===== src/sv/gww_pkg.sv =====
// Shared types, constants and helpers for the greedy word wrap block.
// No dependencies; every other file of the block imports this package.
`default_nettype none

package gww_pkg;

    // Largest chunk limit the window is sized for, by default.
    localparam int LIMIT_MAX_DEF = 32;

    localparam int CHAR_W  = 8;
    localparam int ENTRY_W = CHAR_W + 1;
    localparam int CFG_W   = 6;

    localparam logic [CHAR_W-1:0] SPACE_CHAR        = 8'h20;
    localparam logic [CFG_W-1:0]  CHUNK_LIMIT_RESET = 6'd3;

    // One buffered position: bit 8 marks the line end, bits 7:0 hold the byte.
    typedef logic [ENTRY_W-1:0] entry_t;

    localparam entry_t END_ENTRY = {1'b1, {CHAR_W{1'b0}}};

    // Control for the whole row of window cells in one cycle.
    typedef struct packed {
        logic load;   // write the new position into the cell at the fill index
        logic shift;  // every cell takes its upper neighbor's entry
    } win_ctrl_t;

    typedef enum logic [2:0] {
        ST_IDLE,
        ST_CHECK,
        ST_SCAN,
        ST_EMIT,
        ST_DROP,
        ST_FLUSH
    } state_t;

    function automatic logic is_space(input entry_t e);
        return e == {1'b0, SPACE_CHAR};
    endfunction

endpackage

`default_nettype wire


===== src/sv/greedy_word_wrap.sv =====
// Greedy word wrap with hard break: top level, control and output register.
// Depends on gww_pkg and gww_window (which instantiates gww_cell).
//
//   channel   direction  signals                       payload
//   s_        in         s_tvalid s_tready s_tdata     tdata: in_char; tuser: line_end
//                        s_tuser
//   m_        out        m_tvalid m_tready m_tdata     tdata: out_char; tuser: has_char;
//                        m_tuser m_tlast               tlast: chunk_end
//   cfg_      in         cfg_valid cfg_ready cfg_data  chunk_limit
//
// An input transaction that causes no break is accepted in ST_IDLE, then checked in ST_CHECK.
// Each emitted position passes through the output register, and each space dropped
// after a break is shifted out in ST_DROP. When the limit was lowered mid-line, a break
// may first scan the window one cell a cycle, down from the top cell.
// Reset empties the window and the output register; the window contents need no clearing.
// Back-pressure on m_ holds the emitter in place; s_tready is high only between items.
`default_nettype none

module greedy_word_wrap
    import gww_pkg::*;
#(
    parameter int LIMIT_MAX = LIMIT_MAX_DEF
)
(
    input  wire logic              clk,
    input  wire logic              rst_n,

    input  wire logic              s_tvalid,
    output logic                   s_tready,
    input  wire logic [CHAR_W-1:0] s_tdata,   // [7:0] in_char
    input  wire logic [0:0]        s_tuser,   // [0] line_end

    output logic                   m_tvalid,
    input  wire logic              m_tready,
    output logic [CHAR_W-1:0]      m_tdata,   // [7:0] out_char
    output logic [0:0]             m_tuser,   // [0] has_char
    output logic                   m_tlast,

    input  wire logic              cfg_valid,
    output logic                   cfg_ready,
    input  wire logic [CFG_W-1:0]  cfg_data
);

    localparam int DEPTH = LIMIT_MAX + 1;
    localparam int CW    = $clog2(DEPTH + 1);

    state_t            state_reg, state_next;
    logic [CW-1:0]     fill_reg, fill_next;
    logic [CW-1:0]     lsp_reg, lsp_next;     // last space at offsets 1..fill-1, 0 if none
    logic [CW-1:0]     cnt_reg, cnt_next;
    logic [CW-1:0]     pos_reg, pos_next;
    logic [DEPTH-1:0]  scan_reg, scan_next;
    logic              skip_reg, skip_next;
    logic              le_pend_reg, le_pend_next;
    logic [CFG_W-1:0]  limit_reg, limit_next;

    logic              out_valid_reg, out_valid_next;
    logic [CHAR_W-1:0] out_char_reg, out_char_next;
    logic              out_has_reg, out_has_next;
    logic              out_last_reg, out_last_next;

    win_ctrl_t         ctrl;
    entry_t            front;
    entry_t            new_entry;
    logic [DEPTH-1:0]  space_flags;
    logic [CW-1:0]     lim;
    logic              in_fire;
    logic              can_emit;
    logic              in_le;

    gww_window #(
        .DEPTH (DEPTH)
    ) u_window (
        .clk         (clk),
        .ctrl        (ctrl),
        .load_idx    (fill_reg),
        .load_data   (new_entry),
        .front       (front),
        .space_flags (space_flags)
    );

    // Effective limit: zero acts as one, anything above LIMIT_MAX as LIMIT_MAX.
    always_comb
    begin
        if (limit_reg == '0)
        begin
            lim = CW'(1);
        end
        else if (limit_reg > CFG_W'(LIMIT_MAX))
        begin
            lim = CW'(LIMIT_MAX);
        end
        else
        begin
            lim = CW'(limit_reg);
        end
    end

    assign in_le     = s_tuser[0];
    assign new_entry = in_le ? END_ENTRY : {1'b0, s_tdata};
    assign s_tready  = (state_reg == ST_IDLE);
    assign in_fire   = s_tvalid && s_tready;
    assign can_emit  = !out_valid_reg || m_tready;
    assign cfg_ready = 1'b1;

    always_comb
    begin
        state_next     = state_reg;
        fill_next      = fill_reg;
        lsp_next       = lsp_reg;
        cnt_next       = cnt_reg;
        pos_next       = pos_reg;
        scan_next      = scan_reg;
        skip_next      = skip_reg;
        le_pend_next   = le_pend_reg;
        limit_next     = limit_reg;
        out_valid_next = out_valid_reg;
        out_char_next  = out_char_reg;
        out_has_next   = out_has_reg;
        out_last_next  = out_last_reg;
        ctrl           = '0;

        if (out_valid_reg && m_tready)
        begin
            out_valid_next = 1'b0;
        end

        if (cfg_valid && cfg_ready)
        begin
            limit_next = cfg_data;
        end

        unique case (state_reg)
            ST_IDLE:
            begin
                if (in_fire)
                begin
                    // Spaces right after a break that emptied the window are dropped.
                    if (!(skip_reg && !in_le && s_tdata == SPACE_CHAR))
                    begin
                        skip_next    = 1'b0;
                        le_pend_next = in_le;
                        ctrl.load    = 1'b1;
                        fill_next    = fill_reg + CW'(1);
                        if (is_space(new_entry) && fill_reg != '0)
                        begin
                            lsp_next = fill_reg;
                        end
                        state_next = ST_CHECK;
                    end
                end
            end

            ST_CHECK:
            begin
                if (fill_reg > lim)
                begin
                    if (lsp_reg == '0)
                    begin
                        cnt_next   = lim;
                        state_next = ST_EMIT;
                    end
                    else if (lsp_reg <= lim)
                    begin
                        cnt_next   = lsp_reg;
                        state_next = ST_EMIT;
                    end
                    else
                    begin
                        // The last space lies beyond the limit: look for one below it.
                        for (int j = 0; j < DEPTH; j++)
                        begin
                            scan_next[j] = space_flags[j] && (j != 0) && (CW'(j) <= lim);
                        end
                        pos_next   = CW'(DEPTH - 1);
                        state_next = ST_SCAN;
                    end
                end
                else if (le_pend_reg)
                begin
                    state_next = ST_FLUSH;
                end
                else
                begin
                    state_next = ST_IDLE;
                end
            end

            ST_SCAN:
            begin
                if (scan_reg[DEPTH-1])
                begin
                    cnt_next   = pos_reg;
                    state_next = ST_EMIT;
                end
                else if (pos_reg == CW'(1))
                begin
                    cnt_next   = lim;
                    state_next = ST_EMIT;
                end
                else
                begin
                    scan_next = {scan_reg[DEPTH-2:0], 1'b0};
                    pos_next  = pos_reg - CW'(1);
                end
            end

            ST_EMIT, ST_FLUSH:
            begin
                if (can_emit)
                begin
                    out_valid_next = 1'b1;
                    out_char_next  = front[ENTRY_W-1] ? '0 : front[CHAR_W-1:0];
                    out_has_next   = !front[ENTRY_W-1];
                    ctrl.shift     = 1'b1;
                    fill_next      = fill_reg - CW'(1);
                    lsp_next       = (lsp_reg == '0) ? '0 : lsp_reg - CW'(1);
                    if (state_reg == ST_EMIT)
                    begin
                        out_last_next = (cnt_reg == CW'(1));
                        cnt_next      = cnt_reg - CW'(1);
                        if (cnt_reg == CW'(1))
                        begin
                            state_next = ST_DROP;
                        end
                    end
                    else
                    begin
                        out_last_next = (fill_reg == CW'(1));
                        if (fill_reg == CW'(1))
                        begin
                            le_pend_next = 1'b0;
                            skip_next    = 1'b0;
                            state_next   = ST_IDLE;
                        end
                    end
                end
            end

            ST_DROP:
            begin
                if (fill_reg != '0 && space_flags[0])
                begin
                    ctrl.shift = 1'b1;
                    fill_next  = fill_reg - CW'(1);
                    lsp_next   = (lsp_reg == '0) ? '0 : lsp_reg - CW'(1);
                end
                else
                begin
                    skip_next  = (fill_reg == '0);
                    state_next = ST_CHECK;
                end
            end

            default:
            begin
                state_next = ST_IDLE;
            end
        endcase
    end

    always_ff @(posedge clk or negedge rst_n)
    begin
        if (!rst_n)
        begin
            state_reg     <= ST_IDLE;
            fill_reg      <= '0;
            lsp_reg       <= '0;
            cnt_reg       <= '0;
            pos_reg       <= '0;
            skip_reg      <= 1'b0;
            le_pend_reg   <= 1'b0;
            limit_reg     <= CHUNK_LIMIT_RESET;
            out_valid_reg <= 1'b0;
        end
        else
        begin
            state_reg     <= state_next;
            fill_reg      <= fill_next;
            lsp_reg       <= lsp_next;
            cnt_reg       <= cnt_next;
            pos_reg       <= pos_next;
            skip_reg      <= skip_next;
            le_pend_reg   <= le_pend_next;
            limit_reg     <= limit_next;
            out_valid_reg <= out_valid_next;
        end
    end

    always_ff @(posedge clk)
    begin
        scan_reg     <= scan_next;
        out_char_reg <= out_char_next;
        out_has_reg  <= out_has_next;
        out_last_reg <= out_last_next;
    end

    assign m_tvalid   = out_valid_reg;
    assign m_tdata    = out_char_reg;
    assign m_tuser[0] = out_has_reg;
    assign m_tlast    = out_last_reg;

endmodule

`default_nettype wire


===== src/sv/gww_cell.sv =====
// One cell of the window shift line: holds one buffered position.
// Depends on gww_pkg for the entry type and the control struct.
`default_nettype none

module gww_cell
    import gww_pkg::*;
(
    input  wire logic      clk,
    input  wire win_ctrl_t ctrl,
    input  wire logic      sel,
    input  wire entry_t    load_data,
    input  wire entry_t    upper_data,
    output entry_t         data,
    output logic           space
);

    entry_t data_reg;
    entry_t data_next;

    always_comb
    begin
        data_next = data_reg;
        if (ctrl.load && sel)
        begin
            data_next = load_data;
        end
        else if (ctrl.shift)
        begin
            data_next = upper_data;
        end
    end

    always_ff @(posedge clk)
    begin
        data_reg <= data_next;
    end

    assign data  = data_reg;
    assign space = is_space(data_reg);

endmodule

`default_nettype wire


===== src/sv/gww_window.sv =====
// Row of window cells; entries move one cell toward the front on a shift.
// Depends on gww_pkg and gww_cell.
`default_nettype none

module gww_window
    import gww_pkg::*;
#(
    parameter int DEPTH = LIMIT_MAX_DEF + 1,
    localparam int IDX_W = $clog2(DEPTH + 1)
)
(
    input  wire logic             clk,
    input  wire win_ctrl_t        ctrl,
    input  wire logic [IDX_W-1:0] load_idx,
    input  wire entry_t           load_data,
    output entry_t                front,
    output logic [DEPTH-1:0]      space_flags
);

    entry_t cell_data [DEPTH];

    for (genvar j = 0; j < DEPTH; j++)
    begin : g_cell
        entry_t upper;

        if (j == DEPTH - 1)
        begin : g_top
            assign upper = '0;
        end
        else
        begin : g_mid
            assign upper = cell_data[j+1];
        end

        gww_cell u_cell (
            .clk        (clk),
            .ctrl       (ctrl),
            .sel        (load_idx == IDX_W'(j)),
            .load_data  (load_data),
            .upper_data (upper),
            .data       (cell_data[j]),
            .space      (space_flags[j])
        );
    end

    assign front = cell_data[0];

endmodule

`default_nettype wire


===== config.mk =====
export PLATFORM = sky130hd
export DESIGN_NAME = greedy_word_wrap
export DESIGN_NICKNAME = d
export VERILOG_FILES = /design/src/sv/gww_pkg.sv /design/src/sv/greedy_word_wrap.sv /design/src/sv/gww_cell.sv /design/src/sv/gww_window.sv
export SDC_FILE = /design/constraint.sdc
export NUM_CORES = 1
export LEC_CHECK = 0
export BUFFER_PORTS_ARGS = -buffer_cell sky130_fd_sc_hd__buf_2
export CAP_MARGIN = 30
export CORE_MARGIN = 5
export CORE_UTILIZATION = 38
export DETAILED_ROUTE_END_ITERATION = 16
export GPL_TIMING_DRIVEN = 0
export PLACE_DENSITY_LB_ADDON = 0.05
export SLEW_MARGIN = 25
export SYNTH_ARGS = -nofsm -noshare
export SYNTH_HDL_FRONTEND = slang
export SYNTH_SLANG_ARGS = --single-unit

===== constraint.sdc =====
create_clock -name clk -period 5 [get_ports clk]
set_input_delay 0.25 -clock clk [delete_from_list [all_inputs] [get_ports clk]]
set_output_delay 0.25 -clock clk [all_outputs]
set_load 0.02 [all_outputs]

==> impl_metrics.toml, run 1 <==
[job]
cap_violations = 0

[timing]
max-slew-margin-rel = 0.329
drv_slew = 0
setup_viol = 0
skew_ns = 0.0177
period_needed_ns = 4.01
fmax_mhz = 249
finalHoldViolCount = 0
rsz0062_at_grt = "false"
period_share = 0.803
fin_setup_tns_ns = 0
worst_pin_slew_ns = 1.01

[hold_path]
holdCritPathClass = "in2reg"
hold_path_depth = 3
worstHoldStart = "cfg_valid"

[placement]
dpl.hpwl_um = 38700
numPortBuffers = 30
place.gp.congestion = 0.850
placed_cells = 2302

[grt]
track_usage = 0.211
grt_pass1_vias = 13300
grt_max_degree = 37
grt_overflow_total = 0
met3_usage = 0.0324
grt_use_met1 = 0.284
grt_first_pass_wirelength_um = 81800
use_met2 = 0.350
busiest_layer = "met2"
antenna_found_initial = 1

[clock_tree]
cts.path.max_buffers = 3
clkTransAtPathRegs_ns = 0.06
cts_buffers = 44
htreeDepth = 2
cts.sinks = 375
cts_tree = "done"
post_cts_resize_count = 0
clk_latency_ns = 0.58
cts_root_buf = "clkbuf_16"

[setup_path]
rr_startpoint = "fill_reg[0]$_DFFE_PN0P_"
startpoint = "fill_reg[0]$_DFFE_PN0P_"
crit_arrival_ns = 4.22
crit_type = "reg2reg"
crit_required_ns = 5.20
r2r_cells = 8
start_kind = "flop"
crit_fanout = 10
cp-end-kind = "flop"

[yosys]
yosys-top-cells-area = "edfxtp_1 (57%), o21ai_0 (9.1%), nand2_1 (8.1%)"
synth_top_area_frac = 0.566
synth.avg_cell_area_um2 = 10.8
yosysWarnings = 0
synth-edff-count = 339
synth_area_um2 = 18000
syn_nets = 1702
ys_async_sr_fraction = 0.0960
yosys.cell_types.count = 74
ys_ff_latch = 375
synth_common_cells = "nand2_1 (388), edfxtp_1 (339), o21ai_0 (328)"
yosysSeqAreaShare = 0.616
syn_inst = 1660
synthFlopType = "edfxtp_1"
synth_most_common_cell = "nand2_1"
synth_top_area_cell = "edfxtp_1"

[finish]
fill_cells = 4482
finalNonFillerCells = 2391
syn_to_final_growth_pct = 14.3
utilization = 0.440
largest_register_ffs = 297
layout-drive-gt1-share = 0.122
fin_nets = 1793
diodes = 0

[routing]
drc_errors = 0
drt_iter0_markers = 1389
vias = 13300
avgRoutedWirePerCell_um = 23.0
dr.pass1.iters = 5
drt_wl_total_um = 55000
ant_nets = 0
viasPerCell = 5.56

[power_and_ir_drop]
p_sw_mw = 4.60
p_comb_frac = 0.290
power_mw = 12.8
p_leak_nw = 7.67
switching_share = 0.359
ir_worst_vdd_uv = 339
power_density_nw_per_um2 = 623
internal_power_mw = 8.22
clkPwrFrac = 0.254
pwr-share-seq = 0.457

[die]
num_io_pins = 33
dieWidth_um = 228
coreArea_um2 = 46800
placementRows = 79
dieArea_um2 = 51800
start_util = 0.385
die_h_um = 228

[status]
outcome = "completed"
## logic make-up (layout without fill, tap and decap cells)
| logic type | after synthesis | count (layout) | synth area share |
|---|---|---|---|
| mux | 8 | 8 | 0.00487 |
| simple gates | 675 | 675 | 0.187 |
| buf+inv | 127 | 251 | 0.0355 |
| other cells | 1 | 1 | 0.000208 |
| xor+xnor | 7 | 7 | 0.00341 |
| compound gates | 445 | 445 | 0.138 |
| flops | 375 | 375 | 0.616 |
| fa+ha+maj | 22 | 22 | 0.0153 |
## worst max-delay path: stages (launching register included)
cell and delay (ns):
dfrtp_1 0.45, inv_1 0.20, ha_1 0.18, buf_2 0.51, and3_1 0.34, nor4b_1 0.12, nor2_2 0.55, clkbuf_1 0.78
nand2_1 0.49
## repair_timing
action                    CTS  global route
buffers inserted            0             0
hold buffers                9             0
hold endpoints to repair   41             0
## path summary, 6_finish.rpt
path / to / slack, ns
worst max-delay path: u_window.g_cell[29].u_cell.data[6]$_DFFE_PP_ / 0.99
worst min-delay path: limit_reg[5]$_DFFE_PN0P_ / 0.07
worst max register to register: u_window.g_cell[29].u_cell.data[6]$_DFFE_PP_ / 0.99
worst min register to register: cnt_reg[4]$_DFFE_PN0P_ / 0.51
max in group asynchronous: limit_reg[1]$_DFFE_PN1P_ / 4.37
min in group asynchronous: cnt_reg[0]$_DFFE_PN0P_ / 0.11
## stage by stage
stage               hold WS (ns)  instance area [um2]  worst slack (ns)
detailed placement         0.419                19000             0.964
floorplan                -0.0456                18000             0.739
CTS                       0.0487                20600             0.927
global route               0.103                20600             0.809
global placement           0.412                18900             -1.66
finish                    0.0689                20600             0.986
## metal layers
metal | wire length [um] | share of wire
met3 | 3270 | 0.059
met1 | 23800 | 0.43
met5 | 0 | 0
met2 | 25900 | 0.47
met4 | 2020 | 0.037
## layout make-up
cell class                      instances  area [um2]  area share
Timing Repair Buffer                   45         353      0.0172
Buffer                                109         572      0.0278
Tap cell                              607         759      0.0369
Multi-Input combinational cell       1158        6290       0.306
Clock inverter                         29         280      0.0136
Clock buffer                           50        1170      0.0567
Inverter                               18        67.6     0.00328
Sequential cell                       375       11100       0.539
## power by group through the flow
stage / registers, mW / logic, mW / clock network, mW
after floorplan: 5.69 / 2.45 / 0
after global placement: 5.92 / 3.60 / 0
after detailed placement: 5.90 / 3.71 / 0
after CTS: 5.85 / 3.73 / 3.32
after global routing: 5.98 / 4.13 / 3.45
final: 5.86 / 3.71 / 3.25
## placed cells by master (no fill, tap or decap), drive strengths merged, types with 4 or more instances in the layout
cell type	n
nor3b	4
or4b	11
nor4	21
or4	16
buf	71
clkinvlp	4
edfxtp	339
inv	17
mux2	6
clkinv	21
a22o	6
a31oi	11
xnor2	6
nor3	35
or3	4
nand4	28
bufinv	5
clkbuf	124
nor4b	9
o21ai	344
o31ai	6
a32o	9
ha	22
nor2b	16
a21oi	32
nor2	70
o21a	6
a21o	5
nand2	395
nand2b	9
nand3	43
dlygate4sd3	9
dfrtp	34
Note: power is estimated with default switching activity, not from simulation.
==> run 2: changes to the inputs <==
Clock period 5 ns to 3.5 ns, I/O delays scaled along.
==> impl_metrics.toml, run 2 (synthesis results as in run 1) <==
[timing]
period_share = 0.930
drv_slew = 0
rsz0062_at_grt = "false"
period_needed_ns = 3.26
setup_slack_ns = 0.245
finalHoldViolCount = 0
max-slew-margin-rel = 0.301
holdWs_ns = 0.0471
setup_viol = 0
fin_setup_tns_ns = 0
fmax_mhz = 307
worst_pin_slew_ns = 1.05
skew_ns = 0.0268

[setup_path]
crit_type = "reg2reg"
crit_arrival_ns = 3.49
cp_slowest_cell = "dfrtp_1"
cp-end-kind = "flop"
startpoint = "fill_reg[1]$_DFFE_PN0P_"
r2r-end = "u_window.g_cell[29].u_cell.data[0]$_DFFE_PP_"
start_kind = "flop"
r2r_cells = 8
reg2reg_setup_slack_ns = 0.24
crit_required_ns = 3.74
crit_path_cell_trace = "inv_1, ha_1, clkbuf_4, and3_1, nor4b_2, nor2_4, clkbuf_2, nand2_1"
crit_buf_inv = 3
worstSetupEndpoint = "u_window.g_cell[29].u_cell.data[0]$_DFFE_PP_"
crit_cells = 8
crit_family = "simple AND/OR/NAND/NOR gates"
crit_fanout = 10
crit_path_max_incr_delay_ns = 0.51
rr_startpoint = "fill_reg[1]$_DFFE_PN0P_"

[finish]
fill_cells = 4439
syn_to_final_growth_pct = 14.1
diodes = 0
largest_register_ffs = 297
fin_nets = 1799
mostFrequentLayoutCell = "nand2_1"
final_cell_mix = "nand2_1 (387), edfxtp_1 (339), o21ai_0 (328)"
fin_area_um2 = 20500
seqCellArea_um2 = 11100
multi_input_area_um2 = 6320
layout-drive-gt1-share = 0.125

[routing]
wl_met1_um = 24300
wl_met2_um = 25900
highest_layer = "met4"
viasPerCell = 5.54
drt_wl_total_um = 55300
ant_nets = 0
drc_errors = 0
avgRoutedWirePerCell_um = 23.1
dr.pass1.iters = 6
vias = 13300
wl_met3_um = 3300
drt_iter0_markers = 1223

[placement]
place.gp.congestion = 0.840
dpl.hpwl_um = 38500
numPortBuffers = 30
place_ws_ns = -0.559
dpl_cell_area_um2 = 19000

[die]
num_io_pins = 33
dieWidth_um = 228
dieArea_um2 = 51800
die_h_um = 228
start_util = 0.385
placementRows = 79
coreArea_um2 = 46800

[clock_tree]
cts_root_buf = "clkbuf_16"
cts.sinks = 375
cts_tree = "done"
clkTransAtPathRegs_ns = 0.06
cts_buffers = 44
clk_latency_ns = 0.59
cts.path.max_buffers = 3
htreeDepth = 2

[grt]
grt_max_degree = 37
grt_overflow_total = 0
antenna_found_initial = 2
grt_first_pass_wirelength_um = 82100
track_usage = 0.213
grt_pass1_vias = 13100

[power_and_ir_drop]
p_leak_nw = 7.66
power_mw = 18.1
power_density_nw_per_um2 = 880
ir_worst_vdd_uv = 403

[hold_path]
holdCritPathClass = "in2reg"

[job]
cap_violations = 0

[status]
outcome = "completed"
-- run 2: changes by cell type in the layout (fill, tap and decap cells not counted), sizes merged --
cell / change
clkbuf: +9
buf: +2
clkinv: -6
inv: +3
clkinvlp: -3
dlygate4sd3: +3
bufinv: -4
-- run 2: metrics by stage --
step | utilization | std cells
CTS | 0.437 | 2389
floorplan | - | 1660
global route | 0.439 | 2395
global placement | 0.405 | 2297
detailed placement | 0.406 | 2300
finish | 0.439 | 2395
-- run 2: worst min path at each step --
stage / startpoint / end / depth (start not counted)
2_1_floorplan: rst_n / cnt_reg[0]$_DFFE_PN0P_ / 0
3_3_place_gp: rst_n / lsp_reg[2]$_DFFE_PN0P_ / 1
3_5_place_dp: rst_n / lsp_reg[0]$_DFFE_PN0P_ / 1
4_1_cts: m_tready / state_reg[0]$_DFFE_PN0P_ / 4
5_1_grt: m_tready / state_reg[0]$_DFFE_PN0P_ / 4
6_report: m_tready / state_reg[0]$_DFFE_PN0P_ / 4
-- run 2: power by group --
part	leakage [nW]	switching (mW)	total, mW	internal, mW
clock network	0.636	1.86	4.29	2.43
logic	3.43	3.79	5.45	1.66
registers	3.59	0.929	8.35	7.42
-- run 2: layout make-up --
class | count | area share
Inverter | 18 | 0.00335
Clock inverter | 19 | 0.00609
Clock buffer | 58 | 0.0572
Timing Repair Buffer | 51 | 0.0207
Tap cell | 607 | 0.0370
Sequential cell | 375 | 0.540
Buffer | 109 | 0.0283
Multi-Input combinational cell | 1158 | 0.308
-- run 2: layer usage --
layer | vias to the layer above | track usage
li1 | 6296 | -
met1 | 6490 | 0.285
met5 | - | 0
met3 | 98 | 0.0381
met2 | 395 | 0.353
met4 | 0 | 0.0706
-- run 2: worst min-delay path: stages --
cell and delay [ns]:
buf_2 0.08, nor2b_1 0.09, a21oi_1 0.14, o21ai_0 0.09
-- run 2: timing repair --
action / 4_1_cts / 5_1_grt
pin swaps: 0 / 2
endpoints found under the setup margin: 310 / 84
resized for setup: 9 / 5
hold endpoints to repair: 41 / 0
gates cloned: 0 / 0
hold buffers: 12 / 0
setup buffers: 0 / 2
==> run 3: changes to the inputs <==
Settings changed: CAP_MARGIN 30 to 20, CORE_UTILIZATION 38 to 35.
==> impl_metrics.toml, run 3 (synthesis results as in run 1) <==
[die]
coreArea_um2 = 51100
die_h_um = 237
dieArea_um2 = 56100
start_util = 0.352
dieWidth_um = 237
num_io_pins = 33
placementRows = 83

[timing]
worst_pin_slew_ns = 1.09
period_needed_ns = 3.31
fmax_mhz = 302
drv_slew = 0
rsz0062_at_grt = "false"
fin_setup_tns_ns = 0
period_share = 0.946
finalHoldViolCount = 0
setup_viol = 0
max-slew-margin-rel = 0.275
skew_ns = 0.0170

[grt]
antenna_found_initial = 2
grt_first_pass_wirelength_um = 84600
grt_overflow_total = 0
track_usage = 0.200
grt_pass1_vias = 13300
grt_max_degree = 37

[finish]
diodes = 0
fin_nets = 1796
layout-drive-gt1-share = 0.127
fin_area_um2 = 20600
mostFrequentLayoutCell = "nand2_1"
finalNonFillerCells = 2472
utilization = 0.404
fill_cells = 5029
largest_register_ffs = 297
syn_to_final_growth_pct = 14.6
final_cell_mix = "nand2_1 (387), edfxtp_1 (339), o21ai_0 (328)"

[hold_path]
hold_path_depth = 2
holdCritPathClass = "in2reg"
worstHoldStart = "cfg_valid"
min_to = "limit_reg[0]$_DFFE_PN1P_"

[routing]
drt_wl_total_um = 57200
dr.pass1.iters = 5
vias = 13300
viasPerCell = 5.38
avgRoutedWirePerCell_um = 23.1
drt_iter0_markers = 958
ant_nets = 0
drc_errors = 0

[placement]
placed_cells = 2373
dpl_cell_area_um2 = 19100
dpl.hpwl_um = 40100
numPortBuffers = 30
place.gp.congestion = 0.848

[status]
outcome = "completed"

[job]
cap_violations = 0

[clock_tree]
cts_buffers = 46
cts.sinks = 375
clkTransAtPathRegs_ns = 0.05
cts_tree = "done"
clk_latency_ns = 0.58
cts.path.max_buffers = 3
htreeDepth = 2
cts_root_buf = "clkbuf_16"

[setup_path]
crit_fanout = 10
cpMostUsedCell = "o21ai_0"
crit_buf_inv = 2
r2r-end = "cnt_reg[2]$_DFFE_PN0P_"
crit_type = "reg2reg"
crit_required_ns = 3.97
crit_arrival_ns = 3.78
start_kind = "flop"
r2r_cells = 11
reg2reg_setup_slack_ns = 0.19
crit_path_cell_trace = "clkbuf_1, or4_1, a21oi_4, ha_1, nand3_1, or2_2, o21ai_0, a211oi_1, clkbuf_2, o21ai_0, a22o_1"
crit_path_max_incr_delay_ns = 0.63
rr_startpoint = "limit_reg[2]$_DFFE_PN0P_"
crit_family = "compound AO/OA/AOI/OAI gates"
cp-end-kind = "flop"
cp_slowest_cell = "or4_1"

[power_and_ir_drop]
power_density_nw_per_um2 = 884
power_mw = 18.2
p_leak_nw = 7.68
ir_worst_vdd_uv = 298
run 3: how the worst max path moves through the flow:
| stage | startpoint | cells after the start | slack, ns | to |
|---|---|---|---|---|
| after floorplan | limit_reg[2]$_DFFE_PN0P_ | 10 | 0.06 | pos_reg[1]$_DFFE_PN0P_ |
| after global placement | limit_reg[2]$_DFFE_PN0P_ | 10 | -1.42 | pos_reg[1]$_DFFE_PN0P_ |
| after detailed placement | fill_reg[0]$_DFFE_PN0P_ | 8 | -0.71 | u_window.g_cell[0].u_cell.data[7]$_DFFE_PP_ |
| after CTS | limit_reg[2]$_DFFE_PN0P_ | 10 | 0.04 | scan_reg[10]$_DFFE_PP_ |
| after global routing | limit_reg[2]$_DFFE_PN0P_ | 11 | 0.02 | cnt_reg[2]$_DFFE_PN0P_ |
| final | limit_reg[2]$_DFFE_PN0P_ | 11 | 0.19 | cnt_reg[2]$_DFFE_PN0P_ |
run 3: area by class of cell:
cell class,count,area [um2],area share
Sequential cell,375,11100,0.537
Multi-Input combinational cell,1158,6310,0.306
Clock buffer,58,1210,0.0585
Tap cell,680,851,0.0413
Buffer,108,578,0.0280
Timing Repair Buffer,47,357,0.0173
Clock inverter,28,169,0.00819
Inverter,18,68.8,0.00334
run 3: timing repair:
item                                    in CTS  in global routing
hold buffers                                 9                  0
endpoints found under the setup margin     308                303
gates cloned                                 0                  0
resized for setup                            8                  4
pin swaps                                    0                  2
buffers inserted                             0                  5
hold endpoints to repair                    41                  0
run 3: per-layer routing:
layer / vias to the layer above / GRT usage / wire (um)
met4: 0 / 0.0813 / 2420
met2: 355 / 0.322 / 26300
met1: 6535 / 0.270 / 25800
met5: - / 0 / 0
li1: 6293 / - / -
met3: 113 / 0.0319 / 2710
run 3: per-stage QoR:
| stage | setup WS, ns | hold slack, ns |
|---|---|---|
| floorplan | 0.0617 | -0.121 |
| global placement | -1.42 | 0.348 |
| detailed placement | -0.708 | 0.361 |
| CTS | 0.0389 | 0.0133 |
| global route | 0.0179 | 0.0562 |
| finish | 0.188 | 0.0443 |
run 3: power by group:
| part | switching, mW | internal, mW |
|---|---|---|
| logic | 3.80 | 1.65 |
| clock network | 1.89 | 2.51 |
| registers | 0.967 | 7.42 |
